`src/rtl/pba_pkg.sv`:
```
// Types, constants and helper functions for the packed bitfield array.
package pba_pkg;

    localparam int DATA_W  = 64;
    localparam int IDX_W   = 12;
    localparam int FW_W    = 7;
    localparam int POS_W   = IDX_W + FW_W;
    localparam int SH_W    = 7;
    localparam int CFG_A_W = 1;

    localparam logic [CFG_A_W-1:0] CFG_FIELD_WIDTH = 1'b0;
    localparam logic [CFG_A_W-1:0] CFG_SIGNED_MODE = 1'b1;

    localparam logic MODE_READ  = 1'b0;
    localparam logic MODE_WRITE = 1'b1;

    localparam logic [FW_W-1:0] FW_RESET = 7'd8;
    localparam logic [FW_W-1:0] FW_MAX   = 7'd64;

    typedef struct packed {
        logic [SH_W-1:0] sh;       // left shift from the LSB of the 128-bit pair
        logic [FW_W-1:0] width;    // effective field width, 1..64
        logic            hi_pass;  // working on the first (upper) word
    } pba_align_ctl_t;

    // Low n bits set, n in 1..64.
    function automatic logic [DATA_W-1:0] ones(input logic [FW_W-1:0] n);
        logic [DATA_W-1:0] r;
        if (n >= FW_MAX) r = '1;
        else r = (DATA_W'(1) << n) - DATA_W'(1);
        return r;
    endfunction

    // Clamp the programmed width to 1..64.
    function automatic logic [FW_W-1:0] eff_width(input logic [FW_W-1:0] fw);
        logic [FW_W-1:0] r;
        if (fw == '0) r = FW_W'(1);
        else if (fw > FW_MAX) r = FW_MAX;
        else r = fw;
        return r;
    endfunction

endpackage

```
`src/rtl/pba_align.sv`:
```
// Shared field alignment unit: merges a field into one word or extracts it.
module pba_align (
    input  pba_pkg::pba_align_ctl_t  ctl,
    input  logic [63:0]              mag,
    input  logic [63:0]              word_in,
    input  logic [63:0]              word_hi,
    output logic [63:0]              word_out,
    output logic [63:0]              field_out
);
    import pba_pkg::*;

    logic [2*DATA_W-1:0] mask_w;
    logic [2*DATA_W-1:0] data_w;
    logic [2*DATA_W-1:0] pair;
    logic [2*DATA_W-1:0] pair_sh;
    logic [DATA_W-1:0]   fmask;

    assign fmask  = ones(ctl.width);
    assign mask_w = {{DATA_W{1'b0}}, fmask} << ctl.sh;
    assign data_w = {{DATA_W{1'b0}}, mag} << ctl.sh;

    always_comb
    begin
        if (ctl.hi_pass)
        begin
            word_out = (word_in & ~mask_w[2*DATA_W-1:DATA_W]) | data_w[2*DATA_W-1:DATA_W];
            pair     = {word_in, {DATA_W{1'b0}}};
        end
        else
        begin
            word_out = (word_in & ~mask_w[DATA_W-1:0]) | data_w[DATA_W-1:0];
            pair     = {word_hi, word_in};
        end
    end

    assign pair_sh   = pair >> ctl.sh;
    assign field_out = pair_sh[DATA_W-1:0] & fmask;

endmodule

```
`config.mk`:
```
export PLATFORM = sky130hd
export DESIGN_NAME = pba_align
export DESIGN_NICKNAME = d
export VERILOG_FILES = /design/src/rtl/pba_pkg.sv /design/src/rtl/pba_align.sv
export SDC_FILE = /design/constraint.sdc
export NUM_CORES = 2
export LEC_CHECK = 0
export BUFFER_PORTS_ARGS = -buffer_cell sky130_fd_sc_hd__buf_2
export CORE_ASPECT_RATIO = 1.1
export CORE_UTILIZATION = 35
export DETAILED_ROUTE_END_ITERATION = 16
export PLACE_DENSITY = 0.5
export SKIP_LAST_GASP = 1
export SLEW_MARGIN = 20
export SYNTH_ARGS = -nofsm -noshare
export SYNTH_HDL_FRONTEND = slang
export SYNTH_SLANG_ARGS = --single-unit
```
`constraint.sdc`:
```
create_clock -name vclk -period 4.45
set_input_delay 0.2225 -clock vclk [all_inputs]
set_output_delay 0.2225 -clock vclk [all_outputs]
set_load 0.005 [all_outputs]
```
==> impl_summary.log <==
INFO  metric antenna_violations_before_repair = 16
INFO  metric slew_viol_final = 0
INFO  metric drt-pass1-iter-count = 10
INFO  metric io_buffers = 335
INFO  metric worst_hold_path.endpoint = word_out[52]
INFO  metric initial_utilization = 0.355
INFO  metric yosys_warnings = 0
INFO  metric min_clock_period_post_route = 4.46 ns
INFO  metric cp.arrival = 4.24 ns
INFO  metric failed_checks = setup timing
INFO  metric areaGrowthSynthToFinish = 26.8%
INFO  metric rsz0062_at_grt = true
INFO  metric report.final.setup_viol = 2
INFO  metric postLayoutSetupSlackWorst = -0.0101 ns
INFO  metric yosys.cell_types.count = 114
INFO  metric yosysSeqAreaShare = 0
INFO  metric dpl.hpwl = 158000 um
INFO  metric globalRoute.totalOverflow = 0
INFO  metric path_class = primary input to output port
INFO  metric remaining_drc_errors = 0
INFO  metric dr.first_iter.drc_count = 6697
INFO  metric grt_start_max_net_pins = 95
INFO  metric stdcell_count = 5283
INFO  metric final_net_count = 4549
INFO  metric cts_hold_buffers = 0
INFO  metric drtAntennaViolNets = 0
INFO  metric vias_per_cell = 7.18
INFO  metric worstHoldStart = word_in[52]
INFO  metric maxClockFrequency = 224 MHz
INFO  metric grt_util_all_layers = 0.527
INFO  metric globalplace.congestion = 1.16
INFO  metric cp_max_fo = 33
INFO  metric drt_wl_cell = 37.9 um
INFO  metric max_cap_viol_count = 0
INFO  metric floorplan.core_area = 0.0706 mm2
INFO  metric result_of_the_run = complete, but fails checks
INFO  metric synth_area_per_cell = 6.69 um2
INFO  metric whs_path_depth = 4
INFO  metric dieHeight = 283 um
INFO  metric detailroute.via_count = 37900
INFO  metric grt_pass1_wl = 272000 um
INFO  metric core_rows = 102
INFO  metric crit_path_end_kind = output port
INFO  metric first_global_vias = 34100
INFO  metric required = 4.23 ns
INFO  metric layout-drive-gt1-share = 0.319
INFO  metric mappedNetlistNets = 3951
INFO  metric final.period_utilization = 1.00
INFO  metric die_area = 0.0726 mm2
INFO  metric setup.worst_path.start_class = primary input
INFO  metric io-pin-count = 335
INFO  metric num-clock-buffers = 0
INFO  metric final-seq-area = 0 um2
INFO  metric placed_cells = 5268
INFO  metric hold_violations = 0
INFO  metric layout.cells.most_common = buf_4
INFO  metric worst_hold_path_type = primary input to output port
INFO  metric n_sequential_cell = 0
INFO  metric slew_headroom = 0.0810
INFO  metric routed_wl = 200000 um
INFO  metric die_w = 257 um
INFO  metric post_synth_inst_count = 3743
INFO  metric synth.cell_area = 0.0250 mm2
INFO  metric mostFrequentLayoutCells = 640 x buf_4, 531 x nand2_1, 431 x nor2_1, 373 x o21ai_0, 327 x buf_2
INFO  metric slew_worst_pin = 1.34 ns
-- stage by stage --
step	utilization	instance area, um2	TNS, ns	setup slack (ns)	hold slack (ns)
floorplan	-	25000	0	0.409	0.554
global placement	0.445	31400	-2.98	-0.327	0.952
detailed placement	0.445	31400	-4.16	-0.350	0.959
CTS	0.447	31500	-0.114	-0.0828	0.959
global route	0.450	31700	-0.00223	-0.00223	0.979
finish	0.450	31800	-0.0177	-0.0101	0.976
-- cell usage after synthesis (all sizes together) (14+ instances only) --
library cell	number	share of area
a211o	19	0.0066
a211oi	69	0.022
a21o	23	0.0069
a21oi	224	0.045
a221oi	42	0.015
a22oi	34	0.010
a2bb2oi	14	0.0049
a31oi	50	0.012
a32oi	19	0.0066
and2	30	0.0075
and3	29	0.0072
buf	181	0.037
clkbuf	217	0.033
inv	25	0.0037
mux2	106	0.048
mux2i	307	0.12
mux4	154	0.14
nand2	532	0.080
nand2b	21	0.0052
nand3	130	0.026
nand4	17	0.0042
nor2	438	0.066
nor3	86	0.018
nor4	21	0.0063
o211a	17	0.0068
o211ai	56	0.018
o21a	37	0.011
o21ai	385	0.077
o221ai	37	0.013
o22a	29	0.010
o22ai	74	0.018
o311a	14	0.0060
o31a	16	0.0056
o31ai	27	0.0085
or3	19	0.0047
-- how the worst max path moves through the flow --
stage	start	end	slack, ns
after floorplan	ctl[3]	word_out[32]	0.41
after global placement	ctl[1]	word_out[27]	-0.33
after detailed placement	ctl[1]	word_out[27]	-0.35
after CTS	ctl[1]	word_out[27]	-0.08
after global routing	ctl[1]	word_out[63]	-0.002
final	ctl[8]	field_out[44]	-0.01
-- cell families after synthesis --
family | count (synthesis) | synth area share
compound gates | 1334 | 0.359
xor+xnor | 12 | 0.00525
fa+ha+maj | 1 | 0.000500
buf+inv | 426 | 0.0734
mux | 567 | 0.310
simple gates | 1403 | 0.252
-- critical path, stage by stage --
cell     delay [ns]
buf_8          0.30
buf_4          0.24
mux4_2         0.53
mux2i_1        1.05
nand2_1        0.12
o21ai_0        0.13
buf_4          0.19
mux2i_1        0.14
nand2_1        0.10
o21ai_0        0.08
o21ai_0        0.31
o22ai_1        0.25
and3_1         0.32
buf_2          0.14
-- per-layer routing --
layer | wire length, um | vias to the layer above | track usage
met5 | 60 | - | 0.00331
met4 | 18700 | 8 | 0.384
met3 | 29200 | 837 | 0.205
met2 | 80000 | 3254 | 0.759
met1 | 72200 | 18200 | 0.633
li1 | - | 15600 | -
-- layout make-up --
type               count  area (um2)
fillers             7563       38800
multi-input cells   3317       23500
repair buffers       994        6930
well taps            936        1170
inverters             28         131
diodes                 8        20.0
-- what timing repair did --
| action | 4_1_cts | 5_1_grt |
|---|---|---|
| gates cloned | 0 | 0 |
| setup buffers | 2 | 5 |
| pin swaps | 2 | 13 |
| resized for setup | 29 | 31 |
| setup endpoints to repair | 39 | 58 |
